<file path="config.mk">
export PLATFORM = sky130hd
export DESIGN_NAME = hpq_cell
export DESIGN_NICKNAME = d
export VERILOG_FILES = /design/src/hpq_pkg.sv /design/src/hpq_ram.sv /design/src/hpq_cell.sv
export SDC_FILE = /design/constraint.sdc
export NUM_CORES = 1
export LEC_CHECK = 0
export BUFFER_PORTS_ARGS = -buffer_cell sky130_fd_sc_hd__buf_2
export CAP_MARGIN = 0
export CORE_MARGIN = 2
export CORE_UTILIZATION = 25
export DETAILED_ROUTE_END_ITERATION = 10
export GPL_ROUTABILITY_DRIVEN = 0
export HOLD_SLACK_MARGIN = 0.05
export PLACE_DENSITY_LB_ADDON = 0.08
export SYNTH_ARGS = -nofsm -noshare
export SYNTH_HDL_FRONTEND = slang
export SYNTH_HIERARCHICAL = 1
export SYNTH_SLANG_ARGS = --single-unit
</file>
<file path="constraint.sdc">
create_clock -name clock -period 12.7 [get_ports clock]
set_input_delay 3.175 -clock clock [delete_from_list [all_inputs] [get_ports clock]]
set_output_delay 3.175 -clock clock [all_outputs]
set_load 0.02 [all_outputs]
</file>
<file path="src/hpq_pkg.sv">
// ----------------------------------------------------------------------------
// hpq_pkg - shared types and constants for the min-heap priority queue
// Key, command and status codes, the token that walks down the level
// cells, the write bus between neighboring cells and level sizing helpers.
// ----------------------------------------------------------------------------
package hpq_pkg;

   localparam int unsigned HPQ_CAPACITY = 1024;
   localparam int unsigned HPQ_KEY_W    = 32;
   // sized for the largest supported capacity (65536 entries, 17 levels)
   localparam int unsigned HPQ_IDX_W    = 17;
   localparam int unsigned HPQ_POS_W    = 16;
   localparam int unsigned HPQ_LVL_W    = 5;

   typedef logic signed [HPQ_KEY_W-1:0] key_type;
   typedef logic [1:0] cmd_type;
   typedef logic [1:0] status_type;

   localparam cmd_type CMD_INSERT = 2'd0;
   localparam cmd_type CMD_PEEK   = 2'd1;
   localparam cmd_type CMD_POP    = 2'd2;

   localparam status_type ST_OK    = 2'd0;
   localparam status_type ST_EMPTY = 2'd1;
   localparam status_type ST_FULL  = 2'd2;

   localparam logic OP_INSERT = 1'b0;
   localparam logic OP_SIFT   = 1'b1;

   // insert: pos is the node on the target path at the receiving level
   // sift:   pos is the hole at the level above the receiving cell
   typedef struct packed {
      logic                 valid;
      logic                 op;
      key_type              val;
      logic [HPQ_POS_W-1:0] pos;
      logic [HPQ_IDX_W-1:0] path;   // remaining path bits, next one at the MSB
      logic [HPQ_LVL_W-1:0] hops;   // levels left below this one to the target
   } tok_type;

   typedef struct packed {
      logic                 valid;
      logic [HPQ_POS_W-1:0] addr;
      key_type              data;
   } wr_type;

   typedef struct packed {
      logic                 valid;
      logic [HPQ_LVL_W-1:0] lvl;
      logic [HPQ_POS_W-1:0] pos;
   } fetch_type;

   function automatic int unsigned hpq_addr_w(input int unsigned depth);
      return (depth > 1) ? $clog2(depth) : 1;
   endfunction

   // number of heap nodes that can live on a level for a given capacity
   function automatic int unsigned hpq_lvl_depth(input int unsigned level,
                                                 input int unsigned capacity);
      int unsigned full;
      int unsigned first;
      full  = 1 << level;
      first = full - 1;
      if (capacity - first >= full) begin
         return full;
      end
      return capacity - first;
   endfunction

endpackage

</file>
<file path="src/hpq_ram.sv">
// ----------------------------------------------------------------------------
// hpq_ram - generic RAM, one write port, two registered read ports
// ----------------------------------------------------------------------------
module hpq_ram #(
   parameter int unsigned WIDTH = 32,
   parameter int unsigned DEPTH = 2
) (
   input  logic                                     clock,
   input  logic                                     wr_en,
   input  logic [hpq_pkg::hpq_addr_w(DEPTH)-1:0]    wr_addr,
   input  logic [WIDTH-1:0]                         wr_data,
   input  logic [hpq_pkg::hpq_addr_w(DEPTH)-1:0]    rd_a_addr,
   output logic [WIDTH-1:0]                         rd_a_data,
   input  logic [hpq_pkg::hpq_addr_w(DEPTH)-1:0]    rd_b_addr,
   output logic [WIDTH-1:0]                         rd_b_data
);

   logic [WIDTH-1:0] mem_ff [DEPTH];
   logic [WIDTH-1:0] rd_a_ff;
   logic [WIDTH-1:0] rd_b_ff;

   always_ff @(posedge clock) begin
      if (wr_en) begin
         mem_ff[wr_addr] <= wr_data;
      end
      rd_a_ff <= mem_ff[rd_a_addr];
      rd_b_ff <= mem_ff[rd_b_addr];
   end

   assign rd_a_data = rd_a_ff;
   assign rd_b_data = rd_b_ff;

endmodule

</file>
<file path="src/hpq_cell.sv">
// ----------------------------------------------------------------------------
// hpq_cell - one heap level
// Holds the nodes of its level in a RAM. Insert tokens walk the path to the
// new slot, keeping the smaller key here and passing the larger one down.
// Sift tokens carry a hole on the level above: this cell reads both children,
// fills the hole through the up bus and moves the hole down if needed.
// ----------------------------------------------------------------------------
module hpq_cell #(
   parameter int unsigned LEVEL    = 1,
   parameter int unsigned LEVELS   = 11,
   parameter int unsigned CAPACITY = 1024
) (
   input  logic                clock,
   input  logic                reset,
   input  hpq_pkg::tok_type    tok_i,
   output hpq_pkg::tok_type    tok_o,
   input  hpq_pkg::wr_type     up_i,
   output hpq_pkg::wr_type     up_o,
   input  hpq_pkg::fetch_type  fetch_i,
   output hpq_pkg::key_type    fetch_o,
   input  logic [LEVELS-1:0]   count_i,
   output logic                fin_o
);
   import hpq_pkg::*;

   localparam int unsigned DEPTH   = hpq_lvl_depth(LEVEL, CAPACITY);
   localparam int unsigned AW      = hpq_addr_w(DEPTH);
   localparam bit          IS_LAST = (LEVEL == LEVELS - 1);
   localparam logic [LEVELS-1:0] BASE = LEVELS'((1 << LEVEL) - 1);

   logic                 pend_ff;
   tok_type              tk_ff;
   tok_type              tok_o_ff;
   tok_type              nxt;
   wr_type               own;
   wr_type               wr;

   logic [HPQ_POS_W-1:0] in_cl;
   logic [HPQ_POS_W-1:0] in_cr;
   logic [HPQ_POS_W-1:0] cl;
   logic [HPQ_POS_W-1:0] cr;
   logic [LEVELS-1:0]    gl;
   logic [LEVELS-1:0]    gr;
   logic                 use_l;
   logic                 use_r;
   key_type              cand;
   key_type              rd_a;
   key_type              rd_b;
   logic [AW-1:0]        rd_a_addr;
   logic [AW-1:0]        rd_b_addr;

   // read addresses come straight from the arriving token or the fetch bus
   always_comb begin
      in_cl = {tok_i.pos[HPQ_POS_W-2:0], 1'b0};
      in_cr = {tok_i.pos[HPQ_POS_W-2:0], 1'b1};
      if (fetch_i.valid && fetch_i.lvl == HPQ_LVL_W'(LEVEL)) begin
         rd_a_addr = fetch_i.pos[AW-1:0];
      end else if (tok_i.op == OP_SIFT) begin
         rd_a_addr = in_cl[AW-1:0];
      end else begin
         rd_a_addr = tok_i.pos[AW-1:0];
      end
      rd_b_addr = in_cr[AW-1:0];
   end

   always_comb begin
      cl    = {tk_ff.pos[HPQ_POS_W-2:0], 1'b0};
      cr    = {tk_ff.pos[HPQ_POS_W-2:0], 1'b1};
      gl    = BASE + LEVELS'(cl);
      gr    = BASE + LEVELS'(cr);
      nxt   = '0;
      own   = '0;
      up_o  = '0;
      fin_o = 1'b0;
      use_l = 1'b0;
      use_r = 1'b0;
      cand  = tk_ff.val;
      if (pend_ff) begin
         if (tk_ff.op == OP_SIFT) begin
            use_l = (gl < count_i) && (rd_a < tk_ff.val);
            cand  = use_l ? rd_a : tk_ff.val;
            use_r = (gr < count_i) && (rd_b < cand);
            up_o.valid = 1'b1;
            up_o.addr  = tk_ff.pos;
            if (use_l || use_r) begin
               up_o.data = use_r ? rd_b : rd_a;
               if (IS_LAST) begin
                  own.valid = 1'b1;
                  own.addr  = use_r ? cr : cl;
                  own.data  = tk_ff.val;
                  fin_o     = 1'b1;
               end else begin
                  nxt.valid = 1'b1;
                  nxt.op    = OP_SIFT;
                  nxt.pos   = use_r ? cr : cl;
                  nxt.val   = tk_ff.val;
               end
            end else begin
               up_o.data = tk_ff.val;
               fin_o     = 1'b1;
            end
         end else if (tk_ff.hops == '0) begin
            own.valid = 1'b1;
            own.addr  = tk_ff.pos;
            own.data  = tk_ff.val;
            fin_o     = 1'b1;
         end else begin
            // keep the smaller key on the path, push the larger one down
            own.valid = (tk_ff.val < rd_a);
            own.addr  = tk_ff.pos;
            own.data  = tk_ff.val;
            nxt.valid = !IS_LAST;
            nxt.op    = OP_INSERT;
            nxt.val   = (tk_ff.val < rd_a) ? rd_a : tk_ff.val;
            nxt.pos   = {tk_ff.pos[HPQ_POS_W-2:0], tk_ff.path[HPQ_IDX_W-1]};
            nxt.path  = tk_ff.path << 1;
            nxt.hops  = tk_ff.hops - 1'b1;
         end
      end
      wr = own.valid ? own : up_i;
   end

   always_ff @(posedge clock) begin
      if (reset) begin
         pend_ff  <= 1'b0;
         tok_o_ff <= '0;
      end else begin
         pend_ff  <= tok_i.valid;
         tok_o_ff <= nxt;
      end
   end

   always_ff @(posedge clock) begin
      if (tok_i.valid) begin
         tk_ff <= tok_i;
      end
   end

   hpq_ram #(
      .WIDTH (HPQ_KEY_W),
      .DEPTH (DEPTH)
   ) u_ram (
      .clock     (clock),
      .wr_en     (wr.valid),
      .wr_addr   (wr.addr[AW-1:0]),
      .wr_data   (wr.data),
      .rd_a_addr (rd_a_addr),
      .rd_a_data (rd_a),
      .rd_b_addr (rd_b_addr),
      .rd_b_data (rd_b)
   );

   assign tok_o   = tok_o_ff;
   assign fetch_o = rd_a;

endmodule
</file>
=== Word level (Yosys, flattened, before mapping) ===
Memories as Yosys holds them, arrays and structs flattened. A register that Yosys moved wholly into a read port is not among the register bits.
Cells that the tools add are included.

* Bits in registers: 144
* Memory bits (writable): 64
* Input port bits: 156
* Logic and storage cells: 54
* Memories kept: 1

* $add $sub $neg: 3
* Order comparisons: 5
* Equality and inequality tests: 1
* Muxes and demuxes: 22
* Bitwise operators: 1
* Reduce and logical (&&, ||, !) cells: 8

{| class="wikitable"
|+ Memories
! name !! words !! bits a word !! read ports !! clocked after Yosys merged registers in !! wr ports !! line !! RTL
|-
| u_ram.mem_ff || 2 || 32 || 2 || 2 || 1 || hpq_ram.sv:18 || <nowiki>logic [WIDTH-1:0] mem_ff [DEPTH];</nowiki>
|}

{| class="wikitable"
|+ Operators by type and width
! cell !! number
|-
| $mux 49 || 6
|-
| $mux 32 || 4
|-
| $mux 50 || 2
|-
| $lt 32x32->1 || 3
|-
| $mux 72 || 1
|-
| $add 1x11->11 const A || 2
|-
| $lt 11x11->1 || 2
|-
| $mux 1 || 9
|-
| $eq 5x1->1 const B || 1
|-
| $logic_not 5->1 || 1
|-
| $sub 5x1->5 const B || 1
|-
| $reduce_or 4->1 || 1
|-
| $logic_and 1x1->1 || 3
|-
| $reduce_or 3->1 || 1
|-
| $reduce_or 2->1 || 1
|-
| $logic_or 1x1->1 || 1
|-
| $not 1->1 || 1
|}

=== Logic depth before layout (Yosys ltp) ===
Gate-level depths: netlist of the first run.

* Depth in word-level cells: 10
* Gate-level depth with buffers: 21
* Gate-level depth less buffers: 17

=== Cells and area by module ===
The synthesis of the first run kept the hierarchy.

{| class="wikitable"
|+ Modules (own cells, without submodules)
! module !! times used !! cells an instance !! area each (µm²) !! seq. area each (µm²)
|-
| hpq_cell || 1 || 754 || 8120.3 || 3573.4
|-
| hpq_ram || 1 || 202 || 4304.1 || 3203.1
|}

=== Worst setup path before layout of the first run ===
OpenSTA, ideal clock, no wires.

* Path kind: input to output
* Start point: input count_i[9]
* End point: output up_o[10] (netlist bit)
* Arrival time: 7487 ps
* Data required time: 9525 ps
* Slack: 2038 ps
* Stages: 19
* Cells stage by stage: inv_1 > ha_1 > a21oi_1 > nand2_1 > a221oi_1 > o31ai_1 > a31o_2 > clkbuf_1 > buf_2 > mux2i_1 > ha_1 > nand3_1 > nor3_1 > nand4_1 > or4_1 > a21oi_1 > o21ai_1 > clkbuf_1 > a211oi_1

{| class="wikitable"
|+ RTL lines
! element !! line !! RTL
|-
| start: declaration || hpq_cell.sv:21 || <nowiki>input logic [LEVELS-1:0] count_i,</nowiki>
|-
| end: declaration || hpq_cell.sv:18 || <nowiki>output hpq_pkg::wr_type up_o,</nowiki>
|}

==> flow_summary.toml, run 1 <==
[drt]
routedWlPerCell_um = 20.7
ant_nets = 0
drc_errors = 0
via_per_inst = 4.44
first_pass_iters = 4
drt_iter0_drc = 356
num_vias = 8560
wirelength_um = 39900

[setup_path]
slowest_delay_ns = 0.79
cp.arrival_ns = 8.72
r2r_start = "tk_ff[69]$_DFFE_PP_"
startpoint = "count_i[3]"
reg2reg_slack_ns = 6.17
start_kind = "primary input"
worstPathRequired_ns = 9.52
crit_type = "in2out"
crit_slowest_cell = "or4_1"
endpoint_kind = "output pin"
r2r_end = "tok_o[57]$_SDFF_PP0_"
endpoint = "up_o[31]"
path_cells = "buf_2 -> inv_1 -> ha_1 -> nand2_1 -> o21ai_0 -> a31oi_1 -> o31ai_1 -> a31o_2 -> buf_4 -> mux2i_1 -> ha_1 -> a211oi_1 -> o21ai_0 -> o211ai_1 -> a211oi_1 -> or4_1 -> buf_4 -> o211a_1 -> a211oi_1 -> buf_2"
path_common_cell = "a211oi_1"
cp_max_fo = 24
r2r_cells = 18

[final_layout]
final_cell_mix = "buf_2 (277), dfxtp_1 (136), edfxtp_1 (135), inv_1 (85), ha_1 (85)"
nets = 1480
final_cells = 1930
area_delta_synth_final_pct = 26.6
fill_cells = 4977
drive_gt1_share_pct = 36.8
final_cell_area_sq_um = 15700
mostFrequentLayoutCell = "buf_2"

[sta]
fmax_mhz = 84.1
tightest_slew_ns = 1.13
skew_ns = 0.0215
finalSetupViolCount = 0
finalCritPeriodShare_pct = 93.6
rsz0062_at_grt = "false"
finalWorstSetupSlack_ns = 0.808
slew_viol_final = 0
max_slew_margin_pct = 24.9
finalHoldWorstSlack_ns = 0.438
hold_violations = 0
fin_crit_ns = 11.89
fin_tns_setup_ns = 0

[logic_synthesis]
async_flop_share_pct = 0
synth-edff-count = 135
synth_cell_type_count = 63
synth_ff_type = "dfxtp_1"
syn-cell-area_sq_um = 12400
synth_area_per_cell_sq_um = 13.0
synth-seq-area-share_pct = 54.5
yosys_warnings = 6
ys_ff_latch = 271
syn_nets = 1197
synth_cells = 956

[clock_tree]
cts_setup_buffers = 0
cts_tree = "yes"
clk_latency_ns = 0.54
cts-root-buf = "clkbuf_16"
cts_made_buffers = 35
htreeDepth = 2
path_clk_slew_ns = 0.05
holdBufCountCts = 0
cts_buffer_depth = 3
cts_sinks = 271
cts_resized = 0

[global_route]
met3_usage_pct = 3.30
grt_pass1_wl_um = 57300
overflow = 0
grt_max_degree = 39
grt_pass1_vias = 8820
grtUsageMet2_pct = 25.3
antenna_found_initial = 3
top_usage_layer = "met2"
grt_usage_pct = 15.3
gr-usage-met1_pct = 20.0

[placed_design]
placed_cells = 1866
placedInstanceArea_sq_um = 14500
dp_slack_ns = 0.729
port_buffers = 278
dp_hpwl_um = 27700

[status]
status = "complete, no violations"

[floorplan]
ios = 310
die_area_sq_um = 51500
die_w_um = 227
die_h_um = 227
rows = 81
initial_utilization_pct = 25.4
core_area_sq_um = 49000

[power_and_ir_drop]
powerDensity_nw_per_um2 = 162
p_leak_nw = 7.24
ir_drop_uv = 87.1

[run]
cap_violations = 0

[min_path]
holdCritPathClass = "reg2reg"
[Yosys cell counts (3+ instances only)]
library cell / number / share of area (%)
clkbuf_1: 33 / 1.0
nand3_1: 13 / 0.52
a21o_1: 5 / 0.30
dfxtp_1: 136 / 22
a221oi_1: 3 / 0.21
nand2b_1: 4 / 0.20
buf_2: 6 / 0.24
and2_1: 17 / 0.86
nor2b_1: 3 / 0.15
a21oi_1: 28 / 1.1
nand2_1: 23 / 0.69
mux2_2: 34 / 3.1
o21ai_0: 17 / 0.68
buf_6: 3 / 0.27
a211oi_1: 34 / 2.1
a21boi_0: 9 / 0.54
edfxtp_1: 135 / 33
nor3_1: 8 / 0.32
mux2i_1: 32 / 2.6
or2_2: 3 / 0.15
and3_1: 16 / 0.81
inv_1: 85 / 2.6
nor2_1: 22 / 0.66
o21a_1: 3 / 0.18
o211a_1: 31 / 2.5
a21boi_2: 5 / 0.45
a32o_1: 31 / 2.5
mux2_4: 60 / 7.3
nand4_1: 16 / 0.81
ha_1: 85 / 8.6
xnor2_1: 8 / 0.56
buf_12: 6 / 0.97
[worst min path at each step]
stage | from | to | slack, ns | cells past startpoint
after floorplan | tk_ff[9]$_DFFE_PP_ | tok_o[10]$_SDFF_PP0_ | 0.42 | 1
after global placement | tk_ff[9]$_DFFE_PP_ | tok_o[10]$_SDFF_PP0_ | 0.42 | 1
after detailed placement | tk_ff[14]$_DFFE_PP_ | tok_o[15]$_SDFF_PP0_ | 0.43 | 1
after CTS | tk_ff[14]$_DFFE_PP_ | tok_o[15]$_SDFF_PP0_ | 0.44 | 1
after global routing | tk_ff[14]$_DFFE_PP_ | tok_o[15]$_SDFF_PP0_ | 0.46 | 1
final | tk_ff[10]$_DFFE_PP_ | tok_o[11]$_SDFF_PP0_ | 0.44 | 1
[sequential cells by signal, indices dropped and copies added (netlist names)]
register / count
tk_ff: 56
tok_o: 71
cl: 15
u_ram/mem_ff: 64
u_ram/rd_b_data: 32
u_ram/rd_a_data: 32
pend_ff: 1
[metal layers]
metal  wire [um]  up-vias  part of all wire (%)
met5          30        -                 0.075
met4         965        4                   2.4
met3        2150       56                   5.4
met2       18900      217                    47
met1       17900     4149                    45
li1            -     4134                     -
[critical path: cells and delay by family]
kind	cells	cell delay (ns)
adders and majority gates	2	0.58
and+or+nand+nor	2	0.84
muxes	1	0.30
buffers and inverters	5	1.23
AOI/OAI and AO/OA	10	2.54
[logic make-up (layout without fill, tap and decap cells)]
family / after synthesis / after routing / synth area share (%)
xor gates and xnor gates: 10 / 10 / 0.705
and+or+nand+nor: 140 / 140 / 6.11
muxes: 126 / 126 / 12.9
AOI/OAI and AO/OA: 188 / 188 / 12.0
DFF: 271 / 271 / 54.5
adders and majority gates: 85 / 85 / 8.56
other: 2 / 3 / 0.0604
buffers and inverters: 134 / 443 / 5.11
[stage by stage]
step / power, mW / utilization, %
2_1_floorplan: 1.35 / -
3_3_place_gp: 1.54 / 29.7
3_5_place_dp: 1.55 / 29.7
4_1_cts: 2.59 / 32.1
5_1_grt: 2.67 / 32.1
6_report: 2.54 / 32.1
[where the power goes]
group | switching [mW] | internal (mW)
clock | 0.388 | 0.637
combinational | 0.286 | 0.194
sequential | 0.0479 | 0.990
total | 0.722 | 1.82
[cell type report]
cell class	count	area (sq um)	share of cell area, %
Timing Repair Buffer	295	1520	9.67
Tap cell	664	831	5.28
Sequential cell	271	6780	43.1
Multi-Input combinational cell	551	5100	32.4
Clock inverter	13	166	1.06
Clock buffer	50	1010	6.45
Antenna cell	1	2.50	0.0159
Inverter	85	319	2.03
Note: power is estimated with default switching activity, not from simulation.
==> run 2, diff against run 1 <==
Settings changed: PLACE_DENSITY_LB_ADDON 0.08 to 0.3.
==> run 2 against run 1 <==
Net effect: first-iteration DRC count rose by 6.5%; global-route usage fell by 0.79 points; combinational power fell by 1%; clock-buffer cell count fell by 5; via count fell by 0.35%; critical path type unchanged; final cell count fell by 0.21%; final area rose by 0.17%; sequential power barely moved; worst setup slack got worse by 0.062 ns; fmax fell by 0.52%; sequential share of layout area fell by 0.075 points.
==> flow_summary.toml, run 2 (same netlist as run 1, synthesis figures left out) <==
[power_and_ir_drop]
p_leak_nw = 7.25
cell_internal_pwr_mw = 1.83
swShare_pct = 28.3
p_seq_share_pct = 40.5
powerDensity_nw_per_um2 = 162
p_sw_mw = 0.724
clkPwrFrac_pct = 41.0
ir_drop_uv = 116
total_power_mw = 2.56
combPwrFrac_pct = 18.5

[final_layout]
largest_reg_flops = 71
area_delta_synth_final_pct = 26.8
drive_gt1_share_pct = 37.1
antenna_cells = 0
nets = 1477
mostFrequentLayoutCell = "buf_2"
fill_cells = 4973
final_cell_mix = "buf_2 (277), dfxtp_1 (136), edfxtp_1 (135), inv_1 (85), ha_1 (85)"

[setup_path]
critPathTopFamily = "compound AO/OA/AOI/OAI gates"
cp.arrival_ns = 8.78
crit_slowest_cell = "o21ai_4"
startpoint = "count_i[2]"
slowest_delay_ns = 0.98
start_kind = "primary input"
endpoint_kind = "output pin"
path_cells = "buf_2 -> inv_1 -> ha_1 -> nand2_1 -> o21ai_0 -> a31oi_1 -> o31ai_1 -> a31o_2 -> buf_4 -> mux2i_1 -> ha_1 -> o21a_1 -> a21o_1 -> a21oi_1 -> nand4_1 -> or4_1 -> o21ai_4 -> a211oi_1 -> buf_2"
cp_max_fo = 33
r2r_start = "tk_ff[69]$_DFFE_PP_"
cp_num_buf_inv = 4
worstPathRequired_ns = 9.52
crit_type = "in2out"

[placed_design]
dp_hpwl_um = 27000
port_buffers = 278

[clock_tree]
cts-root-buf = "clkbuf_16"
cts_tree = "yes"
cts_sinks = 271
cts_setup_buffers = 0
cts_buffer_depth = 3
path_clk_slew_ns = 0.06
holdBufCountCts = 0
cts_made_buffers = 34
clk_latency_ns = 0.55
cts_resized = 0
htreeDepth = 2

[global_route]
grt_pass1_vias = 8764
antenna_found_initial = 4
grt_usage_pct = 14.5
overflow = 0
grt_max_degree = 48
grt_pass1_wl_um = 54900

[drt]
first_pass_iters = 4
wirelength_um = 38000
routedWlPerCell_um = 19.7
num_vias = 8530
ant_nets = 0
via_per_inst = 4.43
drt_iter0_drc = 379
drc_errors = 0

[floorplan]
core_area_sq_um = 49000
initial_utilization_pct = 25.4
die_w_um = 227
rows = 81
ios = 310
die_h_um = 227
die_area_sq_um = 51500

[run]
cap_violations = 0

[sta]
hold_violations = 0
slew_viol_final = 0
finalSetupViolCount = 0
finalCritPeriodShare_pct = 94.1
fin_crit_ns = 11.95
skew_ns = 0.0260
max_slew_margin_pct = 22.9
fmax_mhz = 83.7
tightest_slew_ns = 1.15
rsz0062_at_grt = "false"
fin_tns_setup_ns = 0

[min_path]
holdCritPathClass = "reg2reg"
min_from = "tk_ff[9]$_DFFE_PP_"

[status]
status = "complete, no violations"
-- run 2: cell count changes in the layout (fill, tap and decap cells not counted), moves of 2 or more --
cell	delta
clkbuf_1	-4
buf_4	-2
clkinv_1	-2
clkinv_2	-2
clkinv_4	+2
clkinvlp_4	+2
inv_6	+2
-- run 2: metrics by stage --
step	utilization, %	worst slack, ns	hold slack, ns	instances	area, sq um
3_5_place_dp	29.7	0.554	0.428	1864	14500
2_1_floorplan	-	2.04	0.420	956	12400
5_1_grt	32.2	0.252	0.460	1926	15800
6_report	32.2	0.747	0.439	1926	15800
4_1_cts	32.2	0.537	0.442	1926	15800
3_3_place_gp	29.7	0.569	0.424	1864	14500
-- run 2: power groups by stage --
stage	combinational, mW	sequential (mW)	clock [mW]
after CTS	0.481	1.04	1.08
final	0.473	1.04	1.05
after floorplan	0.292	1.06	0
after detailed placement	0.478	1.06	0
after global routing	0.524	1.05	1.12
after global placement	0.475	1.05	0
-- run 2: cell type report --
cell class | instances | area (sq um) | area share [%]
flip-flops and latches | 271 | 6780 | 43.0
multi-input cells | 551 | 5100 | 32.3
repair buffers | 293 | 1510 | 9.56
clock buffers | 45 | 986 | 6.26
well taps | 664 | 831 | 5.27
inverters | 85 | 319 | 2.03
clock inverters | 17 | 240 | 1.52
-- run 2: path summary, 6_finish.rpt --
check / cells past startpoint / slack, ns / to
max: 19 / 0.75 / up_o[18]
min: 1 / 0.44 / tok_o[10]$_SDFF_PP0_
max reg2reg: 18 / 5.71 / tok_o[30]$_SDFF_PP0_
min reg2reg: 1 / 0.44 / tok_o[10]$_SDFF_PP0_
-- run 2: worst reg2reg max path, stage by stage, from the launching register on --
cell	delay (ns)
edfxtp_1	0.46
ha_1	0.39
nand4_1	0.25
nor4_2	0.78
a221oi_1	0.21
o31ai_1	0.19
a31o_2	0.43
buf_4	0.33
mux2i_1	0.14
ha_1	0.31
nand2_1	0.06
nor3_1	0.59
nand4_1	0.29
a211oi_1	0.39
nor3_1	0.14
a21oi_4	0.20
buf_4	0.42
a311o_1	0.93
a21boi_0	0.30
-- run 2: metal layers --
layer | wire (um) | global-route usage [%] | vias up
li1 | - | - | 4124
met1 | 16700 | 18.6 | 4101
met2 | 17600 | 23.7 | 244
met3 | 2780 | 4.08 | 55
met4 | 959 | 4.74 | 6
met5 | 37 | 0 | -
